## config.mk

```make
export PLATFORM = sky130hd
export DESIGN_NAME = sorted_priority_queue_top
export DESIGN_NICKNAME = d
export VERILOG_FILES = /design/src/rtl/spq_pkg.sv /design/src/rtl/spq_cell.sv /design/src/rtl/sorted_priority_queue_top.sv
export SDC_FILE = /design/constraint.sdc
export NUM_CORES = 2
export LEC_CHECK = 0
export BUFFER_PORTS_ARGS = -buffer_cell sky130_fd_sc_hd__buf_4
export CORE_ASPECT_RATIO = 1.75
export CORE_MARGIN = 2
export CORE_UTILIZATION = 50
export DETAILED_ROUTE_END_ITERATION = 7
export GPL_TIMING_DRIVEN = 0
export PLACE_DENSITY = 0.66
export SLEW_MARGIN = 20
export SYNTH_ARGS = -nofsm -noshare
export SYNTH_HDL_FRONTEND = slang
export SYNTH_SLANG_ARGS = --single-unit
```

## constraint.sdc

```tcl
create_clock -name i_clk -period 7 [get_ports i_clk]
set_input_delay 0.7 -clock i_clk [delete_from_list [all_inputs] [get_ports i_clk]]
set_output_delay 0.7 -clock i_clk [all_outputs]
set_load 0.01 [all_outputs]
```

## src/rtl/spq_pkg.sv

```systemverilog
// spq_pkg: types and codes shared by the sorted priority queue.
// No dependencies; used by spq_cell and sorted_priority_queue_top.
`default_nettype none

package spq_pkg;

    localparam int unsigned DataW = 16;

    typedef enum logic {
        MODE_INSERT = 1'b0,
        MODE_REMOVE = 1'b1
    } t_mode;

    typedef enum logic [1:0] {
        ST_OK    = 2'd0,
        ST_FULL  = 2'd1,
        ST_EMPTY = 2'd2
    } t_status;

    // One slot of the queue.
    typedef struct packed {
        logic             vld;
        logic [DataW-1:0] pri;
        logic [DataW-1:0] tag;
    } t_entry;

    // Operation broadcast to every cell.
    typedef struct packed {
        logic             ins;
        logic             rem;
        logic [DataW-1:0] pri;
        logic [DataW-1:0] tag;
    } t_cmd;

endpackage

`default_nettype wire

```

## src/rtl/spq_cell.sv

```systemverilog
// spq_cell: one slot of the sorted queue; holds an entry, shifts toward either neighbor.
// Depends on spq_pkg.
`default_nettype none

module spq_cell (
    input  wire logic           i_clk,
    input  wire logic           i_rst_n,
    input  wire logic           i_strict,
    input  wire spq_pkg::t_cmd  i_cmd,
    input  wire spq_pkg::t_entry i_prev_ent,
    input  wire logic           i_prev_at,
    input  wire spq_pkg::t_entry i_next_ent,
    output spq_pkg::t_entry     o_ent,
    output logic                o_at
);

    spq_pkg::t_entry r_ent;
    spq_pkg::t_entry n_ent;

    // New entry belongs here or further toward the front.
    always_comb begin
        if (!r_ent.vld) begin
            o_at = 1'b1;
        end else if (i_strict) begin
            o_at = (r_ent.pri < i_cmd.pri);
        end else begin
            o_at = (r_ent.pri <= i_cmd.pri);
        end
    end

    always_comb begin
        n_ent = r_ent;
        if (i_cmd.ins) begin
            if (i_prev_at) begin
                n_ent = i_prev_ent;
            end else if (o_at) begin
                n_ent.vld = 1'b1;
                n_ent.pri = i_cmd.pri;
                n_ent.tag = i_cmd.tag;
            end
        end else if (i_cmd.rem) begin
            n_ent = i_next_ent;
        end
    end

    always_ff @(posedge i_clk) begin
        r_ent.pri <= n_ent.pri;
        r_ent.tag <= n_ent.tag;
        if (!i_rst_n) begin
            r_ent.vld <= 1'b0;
        end else begin
            r_ent.vld <= n_ent.vld;
        end
    end

    assign o_ent = r_ent;

endmodule

`default_nettype wire

```

## src/rtl/sorted_priority_queue_top.sv

```systemverilog
// Channel | Valid       | Stall       | Payload
// in      | i_in_valid  | o_in_stall  | i_mode, i_priority_req, i_tag
// out     | o_out_valid | i_out_stall | o_status, o_out_tag, o_out_priority,
//         |             |             | o_fill_count, o_is_empty
// One word per cycle unless stalled: every cell compares against the new priority
// in parallel and takes its own, a neighbor's or the new entry in the same cycle.
// The result word appears in the output register in the cycle after acceptance.
// Input stalls only while a result waits and the output side stalls.
// Synchronous active-low reset empties the queue; no clearing pass.
// sorted_priority_queue_top: chain of spq_cell slots plus count and output register.
// Depends on spq_pkg and spq_cell.
`default_nettype none

module sorted_priority_queue_top #(
    parameter int unsigned CAPACITY = 16
) (
    input  wire logic        i_clk,
    input  wire logic        i_rst_n,
    input  wire logic        i_in_valid,
    output logic             o_in_stall,
    input  wire logic        i_mode,
    input  wire logic [15:0] i_priority_req,
    input  wire logic [15:0] i_tag,
    output logic             o_out_valid,
    input  wire logic        i_out_stall,
    output logic [1:0]       o_status,
    output logic [15:0]      o_out_tag,
    output logic [15:0]      o_out_priority,
    output logic [4:0]       o_fill_count,
    output logic             o_is_empty
);

    localparam int unsigned CntW = $clog2(CAPACITY + 1);

    logic            w_accept;
    logic            w_full;
    logic            w_empty;
    spq_pkg::t_cmd   w_cmd;
    spq_pkg::t_entry w_ent [CAPACITY];
    logic            w_at  [CAPACITY];
    logic [CAPACITY-1:0] w_vld;
    spq_pkg::t_entry w_none;

    logic [CntW-1:0] r_count;
    logic [CntW-1:0] n_count;
    logic            r_out_valid;
    logic            n_out_valid;
    logic [1:0]      r_status;
    logic [1:0]      n_status;
    logic [15:0]     r_tag;
    logic [15:0]     n_tag;
    logic [15:0]     r_pri;
    logic [15:0]     n_pri;
    logic [CntW-1:0] r_res_count;
    logic [CntW+4:0] w_cnt_ext;

    assign o_in_stall = r_out_valid && i_out_stall;
    assign w_accept   = i_in_valid && !o_in_stall;
    assign w_full     = (r_count == CntW'(CAPACITY));
    assign w_empty    = (r_count == '0);

    assign w_cmd.ins = w_accept && (i_mode == spq_pkg::MODE_INSERT) && !w_full;
    assign w_cmd.rem = w_accept && (i_mode == spq_pkg::MODE_REMOVE) && !w_empty;
    assign w_cmd.pri = i_priority_req;
    assign w_cmd.tag = i_tag;

    assign w_none = '0;

    for (genvar g = 0; g < CAPACITY; g++) begin : g_cell
        spq_cell u_cell (
            .i_clk      (i_clk),
            .i_rst_n    (i_rst_n),
            .i_strict   ((g == 0) ? 1'b1 : 1'b0),
            .i_cmd      (w_cmd),
            .i_prev_ent ((g == 0) ? w_none : w_ent[(g == 0) ? 0 : g-1]),
            .i_prev_at  ((g == 0) ? 1'b0 : w_at[(g == 0) ? 0 : g-1]),
            .i_next_ent ((g == CAPACITY-1) ? w_none
                                           : w_ent[(g == CAPACITY-1) ? g : g+1]),
            .o_ent      (w_ent[g]),
            .o_at       (w_at[g])
        );
        assign w_vld[g] = w_ent[g].vld;
    end

    always_comb begin
        n_count  = r_count;
        n_status = spq_pkg::ST_OK;
        n_tag    = w_ent[0].tag;
        n_pri    = w_ent[0].pri;
        if (i_mode == spq_pkg::MODE_INSERT) begin
            if (w_full) begin
                n_status = spq_pkg::ST_FULL;
            end else begin
                n_count = r_count + CntW'(1);
                if (w_at[0]) begin
                    n_tag = i_tag;
                    n_pri = i_priority_req;
                end
            end
        end else begin
            if (w_empty) begin
                n_status = spq_pkg::ST_EMPTY;
                n_tag    = '0;
                n_pri    = '0;
            end else begin
                n_count = r_count - CntW'(1);
            end
        end
    end

    always_comb begin
        if (w_accept) begin
            n_out_valid = 1'b1;
        end else if (i_out_stall) begin
            n_out_valid = r_out_valid;
        end else begin
            n_out_valid = 1'b0;
        end
    end

    always_ff @(posedge i_clk) begin
        if (!i_rst_n) begin
            r_count     <= '0;
            r_out_valid <= 1'b0;
        end else begin
            r_out_valid <= n_out_valid;
            if (w_accept) begin
                r_count <= n_count;
            end
        end
    end

    always_ff @(posedge i_clk) begin
        if (w_accept) begin
            r_status <= n_status;
            r_tag    <= n_tag;
            r_pri    <= n_pri;
        end
    end

    // Result fields track the count after the step.
    always_ff @(posedge i_clk) begin
        if (w_accept) begin
            r_res_count <= n_count;
        end
    end

    assign w_cnt_ext      = {5'b0, r_res_count};
    assign o_out_valid    = r_out_valid;
    assign o_status       = r_status;
    assign o_out_tag      = r_tag;
    assign o_out_priority = r_pri;
    assign o_fill_count   = w_cnt_ext[4:0];
    assign o_is_empty     = (r_res_count == '0);

`ifndef SYNTHESIS
    a_count_matches_cells: assert property (@(posedge i_clk) disable iff (!i_rst_n)
        $countones(w_vld) == int'(r_count))
        else $error("occupied cells disagree with count");

    a_head_sorted: assert property (@(posedge i_clk) disable iff (!i_rst_n)
        w_ent[1].vld |-> (w_ent[0].vld && (w_ent[0].pri >= w_ent[1].pri)))
        else $error("front pair out of order");

    a_insert_grows: assert property (@(posedge i_clk) disable iff (!i_rst_n)
        w_cmd.ins |=> (r_count == $past(r_count) + CntW'(1)))
        else $error("insert did not grow queue");

    a_remove_shrinks: assert property (@(posedge i_clk) disable iff (!i_rst_n)
        w_cmd.rem |=> (r_count == $past(r_count) - CntW'(1)))
        else $error("remove did not shrink queue");
`endif

endmodule

`default_nettype wire
```

After elaboration in Yosys (flattened, before gate mapping)
Cells that the tools add are included.
Storage, ports and cells
  input bits: 37
  register bits after elaboration: 573
  bits in latches: 0
  bits in read-only memories: 0
  memories kept: 0
  word-level logic and storage cells: 214
  RAM bits: 0
  output and inout bits: 42
Cells by class
  divide/modulo/power cells: 0
  multipliers: 0
  shift-type cells: 0
  bitwise gates (word level): 1
  $add $sub $neg: 2
  reduce and logical (&&, ||, !) cells: 28
  eq/ne operators: 18
  order comparisons: 16
  muxes and demuxes: 95
Operators by type and width (count)
  two-way mux 33 bit: 63
  less-or-equal comparator 16 bit: 15
  two-way mux 16 bit: 8
  != test 3 x 1 -> 1 bit (second input constant): 14
  AND reduction 2 bit: 16
  two-way mux 1 bit: 19
  less-than comparator 16 bit: 1
  two-way mux 5 bit: 3
  logical NOT 5 bit: 2
  logical AND 1 bit: 6
  adder 5 x 1 -> 5 bit (second input constant): 1
  equality test 5 bit (second input constant): 1
  subtractor 5 x 1 -> 5 bit (second input constant): 1
  two-way mux 2 bit: 2
  logical NOT 1 bit: 3
  != test 3 x 2 -> 1 bit (second input constant): 1
  != test 2 x 1 -> 1 bit (second input constant): 1
  != test 2 bit (second input constant): 1
  nonzero test 2 bit: 1
  inverter 1 bit: 1

Logic depth before layout (Yosys ltp)
  word-level depth: 7
  gate-level depth with buffers: 12
  depth with buffers taken out: 8

Hierarchy
From an unflattened synthesis, not the netlist that was laid out.
Second synthesis, totals
  cell total of the unflattened synthesis: 3476
  area, all modules: 35888.2 µm²
By module, submodules not included
  spq_cell at g_cell[0].u_cell ...: instances 10, area each 2109.5 µm², cells an instance 207, sequential area each 980.9 µm²
  spq_cell at g_cell[4].u_cell ...: instances 6, area each 2108.3 µm², cells an instance 207, sequential area each 980.9 µm²
  sorted_priority_queue_top: instances 1, area each 2143.3 µm², cells an instance 164, sequential area each 1291.2 µm²

Least setup slack after synthesis
No wires, ideal clock.
  kind: input to register
  start: input port i_priority_req[1]
  end: register g_cell[0].u_cell.r_ent, in the netlist g_cell[0].u_cell.o_ent[0], enable pin
  path buffers: 3
  stages: 10
  slack: 1556 ps
  arrival: 4976 ps
  required time: 6532 ps
  path through: buf_2 > inv_1 > ha_1 > a2111oi_0 > o311a_1 > a21boi_1 > buf_4 > buf_2 > o21ai_0 > nor3b_1
Between the ends
  longest elaborated chain between the ends: 4
RTL lines
  from (decl): RTL line sorted_priority_queue_top.sv:22  | input wire logic [15:0] i_priority_req,
  less-than comparator 16 bit: RTL line spq_cell.sv:25  | o_at = (r_ent.pri < i_cmd.pri);
  two-way mux 1 bit: RTL line spq_cell.sv:22  | if (!r_ent.vld) begin
  != test 2 bit (no source line)
  AND reduction 2 bit (no source line)
  to (decl): RTL line spq_cell.sv:17  | spq_pkg::t_entry r_ent;
Every way passes these cells.
A chain may end at the register's enable or synchronous reset.

Final worst setup path
  start: register r_count[0]
  end: register g_cell[9].u_cell.r_ent, in the netlist g_cell[9].u_cell.o_ent[5], enable pin
Between the ends
  longest elaborated chain between the ends: 5
  elaborated cells on any way between the ends: 9
RTL lines
  from (decl): RTL line sorted_priority_queue_top.sv:44  | logic [CntW-1:0] r_count;
  from (signal assigned): RTL line sorted_priority_queue_top.sv:128  | r_count <= n_count;
  equality test 5 bit / logical NOT 5 bit (equally long branches): RTL line sorted_priority_queue_top.sv:59, sorted_priority_queue_top.sv:60
  logical NOT 1 bit (on tied branches): RTL line sorted_priority_queue_top.sv:62, sorted_priority_queue_top.sv:63
  logical AND 1 bit (on tied branches): RTL line sorted_priority_queue_top.sv:62, sorted_priority_queue_top.sv:63
  != test 3 x 1 -> 1 bit (no source line) / nonzero test 2 bit (equally long branches)
  AND reduction 2 bit (no source line) (*)
  to (decl): RTL line spq_cell.sv:17
Mark *: on every way between the ends. The rest lies on a longest branch, timed or not.

==> results.sh <==
export IMPL_status="finished clean"
export IMPL_cp_slowest_cell="clkbuf_1"
export IMPL_design_area_um2=38990
export IMPL_numCtsBuffers=55
export IMPL_maxSlewViolCount=0
export IMPL_grt_use_total_pct=35.35
export IMPL_synth_top_flop_cell="edfxtp_1"
export IMPL_crit_top_cell="clkbuf_1"
export IMPL_critPathCaptureType="flop"
export IMPL_grt_start_max_net_pins=33
export IMPL_p_clk_share_pct=32.8
export IMPL_intPower_w=0.006867
export IMPL_rrSetupSlack_ns=2.03
export IMPL_power_density_nw_per_um2=261.3
export IMPL_ys_async_sr_fraction_pct=0
export IMPL_p_leak_nw=14.04
export IMPL_clockBufferDepth=3
export IMPL_startpoint_type="flop"
export IMPL_ff2ff_path_depth=9
export IMPL_netSwitchingPower_w=0.003319
export IMPL_critPathArrivalTime_ns=5.38
export IMPL_finalCritPeriodShare_pct=70.97
export IMPL_drive_above_1_share_pct=7.783
export IMPL_maxCapViolCount=0
export IMPL_r2r_end="g_cell[9].u_cell.o_ent[5]$_DFFE_PP_"
export IMPL_worstHoldPathCells=2
export IMPL_cts_sinks=573
export IMPL_cts_tree="done"
export IMPL_placed_cell_area_um2=37060
export IMPL_synth_seq_cells=573
export IMPL_dieWidth_um=203.6
export IMPL_core_um2=69350
export IMPL_rsz0062_at_grt="no"
export IMPL_cts_root_buf="clkbuf_16"
export IMPL_critPathKind="flop to flop"
export IMPL_syn_num_nets=3848
export IMPL_port_buffers=47
export IMPL_dp_final_hpwl_um=98990
export IMPL_hold_path_startpoint="i_in_valid"
export IMPL_fmax_mhz=201.3
export IMPL_grt_pass1_vias=30810
export IMPL_max_stage_delay_ns=0.96
export IMPL_avgRoutedWirePerCell_um=27.73
export IMPL_wl_um=128600
export IMPL_grt_pass1_wl_um=188300
export IMPL_dr_pass1_iters=6
export IMPL_clkSlewWorstSetupHoldPaths_ns=0.07
export IMPL_yosysSeqAreaShare_pct=48.74
export IMPL_max_slew_margin_pct=19.16
export IMPL_cts_setup_buffers=0
export IMPL_drtIter0Drc=3066
export IMPL_postRouteAntennaNets=0
export IMPL_htree_levels=2
export IMPL_critical_path_top_delay_family="buffers and inverters"
export IMPL_ys_warnings_count=0
export IMPL_switching_share_pct=32.58
export IMPL_antenna_found_initial=5
export IMPL_yosys_top_cells_count="edfxtp_1, o21ai_0, a21oi_1"
export IMPL_yosys_area_top_type="edfxtp_1"
export IMPL_dieArea_um2=71910
export IMPL_pwr_share_seq_pct=45.0
export IMPL_p_comb_share_pct=22.2
export IMPL_synth_top_area_share_pct=47.48
export IMPL_fp_dieH_um=353.2
export IMPL_hold_buffers=0
export IMPL_syn_instance_count=3554
export IMPL_yosys_cell_count_top_type="edfxtp_1"
export IMPL_synth_edf_count=551
export IMPL_final_hold_viol_count=0
export IMPL_rows=128
export IMPL_cts_resized=0
export IMPL_initial_core_util_pct=50.25
export IMPL_ys_types=65
export IMPL_path_buf_inv=4
export IMPL_fin_skew_ns=0.03077
export IMPL_crit_fanout=21
export IMPL_min_to="o_out_valid$_SDFFE_PN0P_"
export IMPL_num_io_pins=79
export IMPL_period_minus_slack_ns=4.968
export IMPL_reg2reg_from="r_count[0]$_SDFFE_PN0P_"
export IMPL_place_congestion=0.9584
export IMPL_min_path_type="input pin to flop"
export IMPL_worstMarginPinSlew_ns=1.213
export IMPL_ir_drop_mv=0.1842
export IMPL_remaining_drc_errors=0
export IMPL_vias=30680
export IMPL_overflow=0
export IMPL_synth_area_um2=34850
export IMPL_syn_to_final_growth_pct=11.88
export IMPL_viasPerCell=6.615
export IMPL_syn_area_per_cell_um2=9.805
export IMPL_fin_nets=3973
export IMPL_p_total_w=0.01019
export IMPL_synthTopCellsByArea="edfxtp_1, ha_1, o21ai_0"
export IMPL_worstPathRequired_ns=7.41
export IMPL_path_cells="inv_1, ha_1, nor3b_2, and2_1, nor3_2, clkbuf_1, clkbuf_1, a41oi_4, buf_16"
export IMPL_clk_insertion_delay_late_ns=0.68
export IMPL_final_setup_viol_count=0
-- cell type report --
cell class / instances / area, um2
Multi-Input combinational cell: 2608 / 16490
Antenna cell: 2 / 5.005
Clock buffer: 62 / 1424
Buffer: 331 / 1448
Clock inverter: 42 / 504.2
Tap cell: 910 / 1139
Sequential cell: 573 / 16990
Inverter: 42 / 158.9
Timing Repair Buffer: 68 / 835.8
Fill cell: 6177 / 30360
-- worst register-to-register path, cell delays in order (launching register included) --
cell	delay, ns
dfxtp_1	0.47
inv_1	0.14
ha_1	0.29
nor3b_2	0.22
and2_1	0.23
nor3_2	0.68
clkbuf_1	0.80
clkbuf_1	0.97
a41oi_4	0.57
buf_16	0.35
-- power by group through the flow --
stage / clock network (W) / logic, W / registers (W)
5_1_grt: 0.00345 / 0.00246 / 0.00460
4_1_cts: 0.00334 / 0.00221 / 0.00457
6_report: 0.00334 / 0.00226 / 0.00458
3_3_place_gp: 0 / 0.00204 / 0.00467
2_1_floorplan: 0 / 0.00141 / 0.00453
3_5_place_dp: 0 / 0.00220 / 0.00464
-- state kept, by name (all words and copies together) (netlist names) --
name / count
g_cell.u_cell.o_ent: 528
o_out_priority: 16
o_out_tag: 16
o_fill_count: 5
r_count: 5
o_status: 2
o_out_valid: 1
-- kinds of logic after synthesis --
logic type      share of synthesized area (%)
buf+inv                                 4.592
flops                                   48.74
fa+ha+maj                               9.227
mux                                     5.662
compound gates                          21.39
xor+xnor                              0.07541
simple gates                            10.31
-- through the flow --
stage	instances	util [%]	hold WS, ns	setup TNS, ns	setup slack (ns)
after floorplan	3554	-	0.4776	0	1.556
after global placement	4511	52.40	0.5098	-69.77	-1.801
after detailed placement	4532	53.44	0.5214	0	1.699
after CTS	4636	56.22	0.2447	0	2.082
after global routing	4636	56.22	0.2575	0	1.968
final	4638	56.22	0.2549	0	2.032
-- per-layer routing --
layer  up-vias  wire (um)  part of all wire (%)  track usage (%)
met2      1673      61020                    47            58.78
met4         8      14130                    11            32.61
met3       547       9115                   7.1            5.150
met1     14780      44300                    34            38.69
met5         -         37                 0.029                0
li1      13680          -                     -                -
-- how the worst max path moves through the flow --
| stage | slack (ns) | startpoint | depth (start not counted) | endpoint |
|---|---|---|---|---|
| after floorplan | 1.56 | i_priority_req[1] | 10 | g_cell[0].u_cell.o_ent[0]$_DFFE_PP_ |
| after global placement | -1.80 | i_priority_req[1] | 10 | g_cell[0].u_cell.o_ent[8]$_DFFE_PP_ |
| after detailed placement | 1.70 | i_priority_req[1] | 13 | g_cell[0].u_cell.o_ent[8]$_DFFE_PP_ |
| after CTS | 2.08 | r_count[0]$_SDFFE_PN0P_ | 9 | g_cell[9].u_cell.o_ent[5]$_DFFE_PP_ |
| after global routing | 1.97 | r_count[0]$_SDFFE_PN0P_ | 9 | g_cell[9].u_cell.o_ent[13]$_DFFE_PP_ |
| final | 2.03 | r_count[0]$_SDFFE_PN0P_ | 9 | g_cell[9].u_cell.o_ent[5]$_DFFE_PP_ |
-- cells in the final DEF, fill, tap and decap left out, types with 9 or more instances in the layout --
| cell | n |
|---|---|
| o21ai_0 | 446 |
| buf_16 | 15 |
| a22o_1 | 33 |
| a21oi_1 | 358 |
| nor2b_1 | 20 |
| a31oi_4 | 11 |
| dfxtp_1 | 22 |
| clkinv_2 | 18 |
| nand2_1 | 302 |
| clkbuf_1 | 229 |
| a31oi_1 | 293 |
| a311oi_1 | 12 |
| inv_1 | 40 |
| edfxtp_1 | 551 |
| buf_2 | 87 |
| nand4_1 | 53 |
| nand3_1 | 49 |
| bufinv_16 | 10 |
| mux2i_1 | 196 |
| or4_1 | 11 |
| nor2_1 | 355 |
| buf_4 | 62 |
| clkbuf_16 | 56 |
| clkinv_1 | 9 |
| o211ai_1 | 20 |
| o21ai_1 | 58 |
| ha_1 | 257 |
| a22oi_1 | 10 |
| a21o_1 | 23 |
| and2_1 | 13 |
Note: power is estimated with default switching activity, not from simulation.
